### config.mk
export PLATFORM = sky130hd
export DESIGN_NAME = modbus_read_request_framer_unit_flat
export DESIGN_NICKNAME = d
export VERILOG_FILES = /design/src/rtl/mrrf_pkg.sv /design/src/rtl/mrrf_if.sv /design/src/rtl/mrrf_front.sv /design/src/rtl/mrrf_queue.sv /design/src/rtl/mrrf_back.sv /design/src/rtl/modbus_read_request_framer_unit.sv /design/src/flat_wrapper.sv
export SDC_FILE = /design/constraint.sdc
export NUM_CORES = 1
export LEC_CHECK = 0
export BUFFER_PORTS_ARGS = -buffer_cell sky130_fd_sc_hd__clkbuf_2
export CORE_MARGIN = 2
export CORE_UTILIZATION = 55
export CTS_BUF_LIST = sky130_fd_sc_hd__clkbuf_4 sky130_fd_sc_hd__clkbuf_8
export DETAILED_ROUTE_END_ITERATION = 8
export PLACE_DENSITY_LB_ADDON = 0.25
export SYNTH_ARGS = -nofsm -noshare
export SYNTH_HDL_FRONTEND = slang
export SYNTH_SLANG_ARGS = --single-unit
### constraint.sdc
create_clock -name clk -period 5.36 [get_ports clk]
set_clock_uncertainty 0.05 [all_clocks]
set_input_delay 1.072 -clock clk [delete_from_list [all_inputs] [get_ports clk]]
set_output_delay 1.072 -clock clk [all_outputs]
set_load 0.03 [all_outputs]
### src/rtl/mrrf_pkg.sv
// Package of the Modbus read request framer: request entry type, frame slot codes,
// protocol constants and the CRC-16/Modbus byte update function.
// No dependencies.
package mrrf_pkg;

	localparam logic [7:0]  FUNC_CODE_RESET = 8'h03;
	localparam logic [15:0] CRC_INIT        = 16'hFFFF;
	localparam logic [15:0] CRC_POLY        = 16'hA001;
	localparam logic [7:0]  COUNT_HIGH_BYTE = 8'h00;

	// One queued read request, already paired with its function code
	typedef struct packed {
		logic [7:0]  slave_address;
		logic [7:0]  function_code;
		logic [15:0] start_register;
		logic [7:0]  register_count;
	} req_entry_t;

	// Position of a byte within the eight-byte frame, in send order
	typedef enum logic [2:0] {
		SLOT_ADDR     = 3'd0,
		SLOT_FUNC     = 3'd1,
		SLOT_START_HI = 3'd2,
		SLOT_START_LO = 3'd3,
		SLOT_COUNT_HI = 3'd4,
		SLOT_COUNT_LO = 3'd5,
		SLOT_CRC_LO   = 3'd6,
		SLOT_CRC_HI   = 3'd7
	} frame_slot_t;

	// Fold one byte into a reflected CRC-16/Modbus value
	function automatic logic [15:0] crc_byte(input logic [15:0] crc_in, input logic [7:0] data);
		logic [15:0] crc;
		crc = crc_in ^ {8'h00, data};
		for (int b = 0; b < 8; b++) begin
			if (crc[0]) begin
				crc = (crc >> 1) ^ CRC_POLY;
			end else begin
				crc = crc >> 1;
			end
		end
		return crc;
	endfunction

endpackage

### src/rtl/mrrf_if.sv
// Channel interfaces of the Modbus read request framer: request input, frame byte
// output and the function code write channel. Depends on nothing.
interface mrrf_req_if;
	logic        valid;
	logic        ready;
	logic [7:0]  slave_address;
	logic [15:0] start_register;
	logic [7:0]  register_count;

	modport source (output valid, slave_address, start_register, register_count, input ready);
	modport sink   (input valid, slave_address, start_register, register_count, output ready);
endinterface

interface mrrf_byte_if;
	logic       valid;
	logic       ready;
	logic [7:0] frame_byte;
	logic       last_byte;

	modport source (output valid, frame_byte, last_byte, input ready);
	modport sink   (input valid, frame_byte, last_byte, output ready);
endinterface

interface mrrf_cfg_if;
	logic       valid;
	logic       ready;
	logic [7:0] function_code;

	modport source (output valid, function_code, input ready);
	modport sink   (input valid, function_code, output ready);
endinterface

### src/rtl/mrrf_front.sv
// Front end of the framer: holds the function code register, accepts read requests
// and packs them into queue entries. Depends on mrrf_pkg and mrrf_if.
module mrrf_front (
	input  logic                clk,
	input  logic                arst_n,
	mrrf_req_if.sink            req,
	mrrf_cfg_if.sink            cfg,
	input  logic                q_full,
	output logic                push,
	output mrrf_pkg::req_entry_t push_entry
);
	import mrrf_pkg::*;

	logic [7:0] function_code_q;

	always_ff @(posedge clk or negedge arst_n) begin
		if (!arst_n) begin
			function_code_q <= FUNC_CODE_RESET;
		end else if (cfg.valid && cfg.ready) begin
			function_code_q <= cfg.function_code;
		end
	end

	assign cfg.ready = 1'b1;
	assign req.ready = !q_full;
	assign push      = req.valid && !q_full;

	always_comb begin
		push_entry.slave_address  = req.slave_address;
		push_entry.function_code  = function_code_q;
		push_entry.start_register = req.start_register;
		push_entry.register_count = req.register_count;
	end

endmodule

### src/rtl/mrrf_queue.sv
// Short request queue between front and back end of the framer.
// Depends on mrrf_pkg.
module mrrf_queue #(
	parameter int DEPTH = 2
) (
	input  logic                 clk,
	input  logic                 arst_n,
	input  logic                 push,
	input  mrrf_pkg::req_entry_t push_entry,
	input  logic                 pop,
	output logic                 full,
	output logic                 not_empty,
	output mrrf_pkg::req_entry_t head
);
	import mrrf_pkg::*;

	localparam int PTR_W = (DEPTH > 1) ? $clog2(DEPTH) : 1;
	localparam int CNT_W = $clog2(DEPTH + 1);
	localparam logic [PTR_W-1:0] LAST_PTR = PTR_W'(DEPTH - 1);
	localparam logic [CNT_W-1:0] DEPTH_CNT = CNT_W'(DEPTH);

	req_entry_t       slots_q [DEPTH];
	logic [PTR_W-1:0] wr_ptr_q;
	logic [PTR_W-1:0] rd_ptr_q;
	logic [CNT_W-1:0] count_q;

	assign full      = (count_q == DEPTH_CNT);
	assign not_empty = (count_q != '0);
	assign head      = slots_q[rd_ptr_q];

	always_ff @(posedge clk) begin
		if (push) begin
			slots_q[wr_ptr_q] <= push_entry;
		end
	end

	always_ff @(posedge clk or negedge arst_n) begin
		if (!arst_n) begin
			wr_ptr_q <= '0;
			rd_ptr_q <= '0;
			count_q  <= '0;
		end else begin
			if (push) begin
				wr_ptr_q <= (wr_ptr_q == LAST_PTR) ? '0 : wr_ptr_q + PTR_W'(1);
			end
			if (pop) begin
				rd_ptr_q <= (rd_ptr_q == LAST_PTR) ? '0 : rd_ptr_q + PTR_W'(1);
			end
			if (push && !pop) begin
				count_q <= count_q + CNT_W'(1);
			end else if (pop && !push) begin
				count_q <= count_q - CNT_W'(1);
			end
		end
	end

	a_no_overflow: assert property (@(posedge clk) disable iff (!arst_n) !(push && full))
		else $error("request queue written while full");
	a_no_underflow: assert property (@(posedge clk) disable iff (!arst_n) !(pop && !not_empty))
		else $error("request queue read while empty");
	a_count_bound: assert property (@(posedge clk) disable iff (!arst_n) count_q <= DEPTH_CNT)
		else $error("request queue count beyond depth");

endmodule

### src/rtl/mrrf_back.sv
// Back end of the framer: walks each queued request through the eight frame slots, folds the CRC
// one byte per cycle unless stalled, drives the output register. Depends on mrrf_pkg, mrrf_if.
module mrrf_back (
	input  logic                 clk,
	input  logic                 arst_n,
	input  logic                 q_not_empty,
	input  mrrf_pkg::req_entry_t q_head,
	output logic                 pop,
	mrrf_byte_if.source          frm
);
	import mrrf_pkg::*;

	logic        busy_q;
	frame_slot_t slot_q;
	req_entry_t  entry_q;
	logic [15:0] crc_q;
	logic        out_valid_q;
	logic [7:0]  out_byte_q;
	logic        out_last_q;

	logic        advance;
	logic        active;
	frame_slot_t cur_slot;
	req_entry_t  cur_entry;
	logic [15:0] cur_crc;
	logic [7:0]  cur_byte;

	assign advance   = !out_valid_q || frm.ready;
	assign active    = busy_q || q_not_empty;
	assign cur_slot  = busy_q ? slot_q : SLOT_ADDR;
	assign cur_entry = busy_q ? entry_q : q_head;
	assign cur_crc   = busy_q ? crc_q : CRC_INIT;
	assign pop       = advance && !busy_q && q_not_empty;

	always_comb begin
		unique case (cur_slot)
			SLOT_ADDR:     cur_byte = cur_entry.slave_address;
			SLOT_FUNC:     cur_byte = cur_entry.function_code;
			SLOT_START_HI: cur_byte = cur_entry.start_register[15:8];
			SLOT_START_LO: cur_byte = cur_entry.start_register[7:0];
			SLOT_COUNT_HI: cur_byte = COUNT_HIGH_BYTE;
			SLOT_COUNT_LO: cur_byte = cur_entry.register_count;
			SLOT_CRC_LO:   cur_byte = cur_crc[7:0];
			SLOT_CRC_HI:   cur_byte = cur_crc[15:8];
			default:       cur_byte = '0;
		endcase
	end

	always_ff @(posedge clk or negedge arst_n) begin
		if (!arst_n) begin
			busy_q      <= 1'b0;
			slot_q      <= SLOT_ADDR;
			out_valid_q <= 1'b0;
		end else if (advance) begin
			out_valid_q <= active;
			if (pop) begin
				busy_q <= 1'b1;
				slot_q <= SLOT_FUNC;
			end else if (busy_q) begin
				busy_q <= (slot_q != SLOT_CRC_HI);
				slot_q <= frame_slot_t'(slot_q + 3'd1);
			end
		end
	end

	always_ff @(posedge clk) begin
		if (advance && active) begin
			out_byte_q <= cur_byte;
			out_last_q <= (cur_slot == SLOT_CRC_HI);
			if (pop) begin
				entry_q <= q_head;
			end
			if (cur_slot != SLOT_CRC_LO && cur_slot != SLOT_CRC_HI) begin
				crc_q <= crc_byte(cur_crc, cur_byte);
			end
		end
	end

	assign frm.valid      = out_valid_q;
	assign frm.frame_byte = out_byte_q;
	assign frm.last_byte  = out_last_q;

	a_end_of_frame: assert property (@(posedge clk) disable iff (!arst_n)
		(advance && busy_q && slot_q == SLOT_CRC_HI) |=> !busy_q)
		else $error("sequencer did not release after the CRC high byte");
	a_busy_past_addr: assert property (@(posedge clk) disable iff (!arst_n)
		busy_q |-> slot_q != SLOT_ADDR)
		else $error("sequencer busy on the address slot");

endmodule

### src/rtl/modbus_read_request_framer_unit.sv
// Top level of the Modbus RTU read request framer.
// Depends on mrrf_pkg, mrrf_if, mrrf_front, mrrf_queue and mrrf_back.
//
// Usage:
//   req  - read request transactions: slave address, start register, register count.
//   cfg  - write transactions to the function code register (reset value 3); always
//          ready. Write only while no frame is pending.
//   frm  - frame byte transactions, eight per request in send order: address,
//          function code, start high, start low, zero, count, CRC low, CRC high
//          (last_byte set on CRC high). CRC is CRC-16/Modbus over the first six bytes.
// Flow: an accepted request is stored in the queue; when the back end is free it takes
//   the request, registers its first byte in the output register, then each further byte.
// Throughput: one byte per cycle while frm.ready does not stall it, set by the single
//   byte sequencer in the back end. Requests queue (QUEUE_DEPTH deep) while it works,
//   and consecutive frames leave back to back.
// Stall: when frm.ready is low the output register holds its byte and the sequencer
//   waits; req.ready drops only once the queue is full.
// Reset: arst_n clears the queue, the sequencer and the output valid, and sets the
//   function code back to 3.
module modbus_read_request_framer_unit #(
	parameter int QUEUE_DEPTH = 2
) (
	input  logic        clk,
	input  logic        arst_n,
	mrrf_req_if.sink    req,
	mrrf_cfg_if.sink    cfg,
	mrrf_byte_if.source frm
);
	import mrrf_pkg::*;

	// Front to queue
	logic       push;
	req_entry_t push_entry;
	logic       q_full;

	// Queue to back
	logic       pop;
	logic       q_not_empty;
	req_entry_t q_head;

	// Accept requests, attach the current function code
	mrrf_front u_front (
		.clk        (clk),
		.arst_n     (arst_n),
		.req        (req),
		.cfg        (cfg),
		.q_full     (q_full),
		.push       (push),
		.push_entry (push_entry)
	);

	// Decouple acceptance from frame emission
	mrrf_queue #(
		.DEPTH (QUEUE_DEPTH)
	) u_queue (
		.clk        (clk),
		.arst_n     (arst_n),
		.push       (push),
		.push_entry (push_entry),
		.pop        (pop),
		.full       (q_full),
		.not_empty  (q_not_empty),
		.head       (q_head)
	);

	// Serialize frame bytes and fold the CRC
	mrrf_back u_back (
		.clk         (clk),
		.arst_n      (arst_n),
		.q_not_empty (q_not_empty),
		.q_head      (q_head),
		.pop         (pop),
		.frm         (frm)
	);

endmodule

### src/flat_wrapper.sv
// flat-port wrapper written by rule: the top's interface ports become plain ports
module modbus_read_request_framer_unit_flat import mrrf_pkg::*;
#(
	parameter int QUEUE_DEPTH = 2
)
  (clk, arst_n, req_valid, req_slave_address, req_start_register, req_register_count, req_ready, cfg_valid, cfg_function_code, cfg_ready, frm_valid, frm_frame_byte, frm_last_byte, frm_ready);
  mrrf_req_if req_i ();
  mrrf_cfg_if cfg_i ();
  mrrf_byte_if frm_i ();
  input  logic clk;
  input  logic arst_n;
  input wire logic [$bits(req_i.valid)-1:0] req_valid;
  input wire logic [$bits(req_i.slave_address)-1:0] req_slave_address;
  input wire logic [$bits(req_i.start_register)-1:0] req_start_register;
  input wire logic [$bits(req_i.register_count)-1:0] req_register_count;
  output wire logic [$bits(req_i.ready)-1:0] req_ready;
  input wire logic [$bits(cfg_i.valid)-1:0] cfg_valid;
  input wire logic [$bits(cfg_i.function_code)-1:0] cfg_function_code;
  output wire logic [$bits(cfg_i.ready)-1:0] cfg_ready;
  output wire logic [$bits(frm_i.valid)-1:0] frm_valid;
  output wire logic [$bits(frm_i.frame_byte)-1:0] frm_frame_byte;
  output wire logic [$bits(frm_i.last_byte)-1:0] frm_last_byte;
  input wire logic [$bits(frm_i.ready)-1:0] frm_ready;
  assign req_i.valid = req_valid;
  assign req_i.slave_address = req_slave_address;
  assign req_i.start_register = req_start_register;
  assign req_i.register_count = req_register_count;
  assign req_ready = req_i.ready;
  assign cfg_i.valid = cfg_valid;
  assign cfg_i.function_code = cfg_function_code;
  assign cfg_ready = cfg_i.ready;
  assign frm_valid = frm_i.valid;
  assign frm_frame_byte = frm_i.frame_byte;
  assign frm_last_byte = frm_i.last_byte;
  assign frm_i.ready = frm_ready;
  modbus_read_request_framer_unit #(.QUEUE_DEPTH(QUEUE_DEPTH)) u_core (.clk(clk), .arst_n(arst_n), .req(req_i), .cfg(cfg_i), .frm(frm_i));
endmodule
==> impl_metrics.xml <==
<?xml version="1.0" encoding="UTF-8"?>
<metrics>
  <group name="sta">
    <metric name="final_min_period_over_clock_period" unit="%">61.6</metric>
    <metric name="setup_repair_after_global_routing_missed_its_margin" unit="">no</metric>
    <metric name="fmax" unit="GHz">0.303</metric>
    <metric name="aggregate_negative_setup_slack" unit="ns">0</metric>
    <metric name="finalHoldViolations" unit="">0</metric>
    <metric name="timing_worst_slew_pin_value" unit="ns">1.17</metric>
    <metric name="post-route-worst-setup-slack" unit="ns">2.06</metric>
    <metric name="headroom_to_the_max_slew_limit" unit="%">21.9</metric>
    <metric name="setup_violations" unit="">0</metric>
    <metric name="layout_min_cycle_time" unit="ns">3.30</metric>
    <metric name="drv_slew" unit="">0</metric>
  </group>
  <group name="global_routing">
    <metric name="grt_antenna_before_repair" unit="">0</metric>
    <metric name="first_global_vias" unit="">3422</metric>
    <metric name="globalRouteTotalUtil" unit="%">18.6</metric>
    <metric name="largest_net_degree_at_the_start_of_global_routing" unit="">43</metric>
    <metric name="grt_pass1_wl" unit="microns">18300</metric>
    <metric name="overflow" unit="">0</metric>
  </group>
  <group name="logic_synthesis">
    <metric name="synth_enable_flop_cells" unit="">145</metric>
    <metric name="synthMostInstantiatedCell" unit="">sky130_fd_sc_hd__edfxtp_1</metric>
    <metric name="yosysWarningCount" unit="">0</metric>
    <metric name="synth_largest_area_cell" unit="">sky130_fd_sc_hd__edfxtp_1</metric>
    <metric name="postSynth.asyncResetShare" unit="%">10.5</metric>
    <metric name="yosysUniqueCellTypes" unit="">58</metric>
    <metric name="syn-cell-area" unit="sq mm">0.00679</metric>
    <metric name="synth-main-ff-cell" unit="">sky130_fd_sc_hd__edfxtp_1</metric>
    <metric name="post_synth_inst_count" unit="">400</metric>
    <metric name="syn-num-nets" unit="">448</metric>
    <metric name="netlist.area_leader.share" unit="%">64.2</metric>
    <metric name="synth.avg_cell_area" unit="sq um">17.0</metric>
    <metric name="synth_sequential_area_ratio" unit="%">70.5</metric>
    <metric name="top_area_cells_in_the_synthesized_netlist" unit="">sky130_fd_sc_hd__edfxtp_1 64%, sky130_fd_sc_hd__mux2_2 7.3%, sky130_fd_sc_hd__dfrtp_1 5.5%, sky130_fd_sc_hd__xnor2_1 2.3%, sky130_fd_sc_hd__mux2i_1 1.8%</metric>
    <metric name="yosys_register_bits" unit="">162</metric>
    <metric name="synth_top_cells_by_count" unit="">145 x sky130_fd_sc_hd__edfxtp_1, 44 x sky130_fd_sc_hd__mux2_2, 18 x sky130_fd_sc_hd__xnor2_1, 16 x sky130_fd_sc_hd__nor2_1</metric>
  </group>
  <group name="cells_and_area">
    <metric name="areaGrowthSynthToFinish" unit="%">11.5</metric>
    <metric name="layoutNonFillerInstCount" unit="">617</metric>
    <metric name="antenna-diode-count" unit="">0</metric>
    <metric name="final_util" unit="%">63.0</metric>
    <metric name="final_layout_size_suffix_gt1_share" unit="%">31.7</metric>
    <metric name="nNetsFinal" unit="">505</metric>
  </group>
  <group name="floorplanning">
    <metric name="rows" unit="">40</metric>
    <metric name="fp.coreArea" unit="sq mm">0.0120</metric>
    <metric name="die-width" unit="microns">115</metric>
    <metric name="die-area" unit="sq mm">0.0132</metric>
    <metric name="initial_utilization" unit="%">56.5</metric>
    <metric name="die-height" unit="microns">115</metric>
    <metric name="number_of_placed_i_o_pins" unit="">57</metric>
  </group>
  <group name="worst_setup_path">
    <metric name="cp-end-kind" unit="">register</metric>
    <metric name="timing.critical_path.required" unit="ns">5.51</metric>
    <metric name="worst-r2r-cell-count" unit="">6</metric>
    <metric name="worst_ep_arrival_time" unit="ns">3.46</metric>
    <metric name="maximum_fanout_along_the_worst_path" unit="">36</metric>
    <metric name="timing.setup.critical_path_class" unit="">register to register</metric>
    <metric name="critical_path.startpoint_type" unit="">register</metric>
  </group>
  <group name="clock_network">
    <metric name="level_count_of_the_clock_h_tree" unit="">4</metric>
    <metric name="cts.path.max_buffers" unit="">2</metric>
    <metric name="cts.repair_timing.setup_buffer_count" unit="">0</metric>
    <metric name="clock_latency_on_the_worst_skew_pair" unit="ns">0.45</metric>
    <metric name="post_cts_hold_buffer_count" unit="">0</metric>
    <metric name="tritoncts_clock_tree" unit="">yes</metric>
    <metric name="cts.reportedPaths.clkPinSlew" unit="ns">0.09</metric>
    <metric name="ctsResizeCount" unit="">0</metric>
    <metric name="cts_inserted_buffers" unit="">17</metric>
    <metric name="root_buffer" unit="">sky130_fd_sc_hd__clkbuf_8</metric>
    <metric name="clock-sinks" unit="">162</metric>
  </group>
  <group name="outcome">
    <metric name="status" unit="">finished clean</metric>
  </group>
  <group name="place">
    <metric name="placedCellCount" unit="">585</metric>
    <metric name="port_buffers" unit="">55</metric>
    <metric name="gpl.final_weighted_congestion" unit="">0.896</metric>
    <metric name="place_hpwl" unit="microns">7440</metric>
    <metric name="dpl_worst_slack" unit="ns">2.06</metric>
  </group>
  <group name="worst_hold_path">
    <metric name="timing.hold.worst_path_depth" unit="">0</metric>
    <metric name="timing.hold.worst.class" unit="">register to register</metric>
  </group>
  <group name="routing">
    <metric name="finalWirelength" unit="microns">11100</metric>
    <metric name="drt-wirelength-per-cell" unit="microns">18.0</metric>
    <metric name="route.detailed.vias_per_inst" unit="">5.46</metric>
    <metric name="detail_route.drc_violations" unit="">0</metric>
    <metric name="vias" unit="">3367</metric>
    <metric name="drt-pass1-iter-count" unit="">4</metric>
    <metric name="ant_nets" unit="">0</metric>
    <metric name="first_iter_violations" unit="">198</metric>
  </group>
  <group name="power_and_ir_drop">
    <metric name="power_density" unit="mW/mm^2">693</metric>
    <metric name="finalPower" unit="mW">5.25</metric>
    <metric name="leakage_power_figure" unit="nW">2.78</metric>
    <metric name="peakVddDrop" unit="mV">0.333</metric>
  </group>
  <group name="job">
    <metric name="max_cap_viol_count" unit="">0</metric>
  </group>
</metrics>
[layer usage]
| layer | share of wire (%) | track usage (%) |
|---|---|---|
| met1 | 46 | 26.8 |
| met2 | 48 | 27.5 |
| met3 | 4.3 | 5.43 |
| met4 | 1.3 | 6.51 |
| met5 | 0 | 0 |
[power by group]
group	switching, mW	internal (mW)
clock	0.449	0.416
combinational	1.03	1.13
sequential	0.260	1.96
[layout make-up]
| class | instances | area [sq um] |
|---|---|---|
| clock buffers | 17 | 234 |
| flip-flops and latches | 162 | 4780 |
| clock inverters | 15 | 158 |
| multi-input cells | 206 | 1860 |
| repair buffers | 59 | 305 |
| fillers | 874 | 4440 |
| inverters | 11 | 41.3 |
| well taps | 147 | 184 |
[flip-flops by register name, indices dropped and copies added, names as in the netlist]
| signal | cells |
|---|---|
| u_core.u_back.busy_q | 1 |
| u_core.u_back.crc_q | 16 |
| u_core.u_back.entry_q | 40 |
| u_core.u_back.frm.frame_byte | 8 |
| u_core.u_back.frm.last_byte | 1 |
| u_core.u_back.frm.valid | 1 |
| u_core.u_back.slot_q | 3 |
| u_core.u_front.function_code_q | 8 |
| u_core.u_queue.count_q | 2 |
| u_core.u_queue.rd_ptr_q | 1 |
| u_core.u_queue.slots_q | 80 |
| u_core.u_queue.wr_ptr_q | 1 |
[metrics by stage]
stage / hold WS [ns] / instance area [sq um]
after floorplan: 0.388 / 6790
after global placement: 0.412 / 7180
after CTS: 0.432 / 7570
after detailed placement: 0.412 / 7180
final: 0.430 / 7570
after global routing: 0.453 / 7570
[path summary, 6_finish.rpt]
path / to / slack [ns] / startpoint
setup / recovery: u_core.u_back.crc_q[15] / 2.06 / u_core.u_back.slot_q[1]
hold / removal: u_core.u_queue.slots_q[0][30] / 0.43 / u_core.u_front.function_code_q[6]
setup reg to reg: u_core.u_back.crc_q[15] / 2.06 / u_core.u_back.slot_q[1]
hold reg to reg: u_core.u_queue.slots_q[0][30] / 0.43 / u_core.u_front.function_code_q[6]
max in group asynchronous: u_core.u_front.function_code_q[1] / 4.41 / arst_n
min in group asynchronous: u_core.u_front.function_code_q[5] / 0.51 / arst_n
[cells by family (layout without fill, tap and decap cells)]
family                   after synthesis  in the layout  synth area share (%)
AO/OA/AOI/OAI                         33             33                  3.95
AND/OR/NAND/NOR                       72             72                  6.79
multiplexers                          59             59                  9.63
XOR/XNOR                              38             38                  6.27
other                                  1              1                0.0553
buffers and inverters                 32            102                  2.29
adder cells (fa/ha/maj)                3              3                 0.553
flip-flops                           162            162                  70.5
[layout by cell type, fill, tap and decap left out, types with 3 or more instances in the layout]
| cell | count |
|---|---|
| sky130_fd_sc_hd__a21oi_1 | 9 |
| sky130_fd_sc_hd__a22oi_1 | 4 |
| sky130_fd_sc_hd__buf_4 | 4 |
| sky130_fd_sc_hd__clkbuf_2 | 55 |
| sky130_fd_sc_hd__clkbuf_8 | 17 |
| sky130_fd_sc_hd__clkinvlp_4 | 5 |
| sky130_fd_sc_hd__dfrtp_1 | 15 |
| sky130_fd_sc_hd__edfxtp_1 | 145 |
| sky130_fd_sc_hd__ha_1 | 3 |
| sky130_fd_sc_hd__inv_1 | 11 |
| sky130_fd_sc_hd__mux2_2 | 44 |
| sky130_fd_sc_hd__mux2i_1 | 12 |
| sky130_fd_sc_hd__nand2_1 | 12 |
| sky130_fd_sc_hd__nand2b_1 | 9 |
| sky130_fd_sc_hd__nand3_1 | 3 |
| sky130_fd_sc_hd__nand3b_1 | 15 |
| sky130_fd_sc_hd__nor2_1 | 14 |
| sky130_fd_sc_hd__xnor2_1 | 18 |
| sky130_fd_sc_hd__xnor3_1 | 4 |
| sky130_fd_sc_hd__xor2_1 | 13 |
[worst max-delay path, cell delays in order (launching register included)]
cell	delay [ns]
sky130_fd_sc_hd__dfrtp_1	1.02
sky130_fd_sc_hd__nor4b_4	0.17
sky130_fd_sc_hd__a22oi_2	0.23
sky130_fd_sc_hd__or4b_1	0.57
sky130_fd_sc_hd__xnor3_2	0.49
sky130_fd_sc_hd__xnor2_1	0.25
sky130_fd_sc_hd__xnor3_1	0.25
Power figures use the tool's default switching activity.
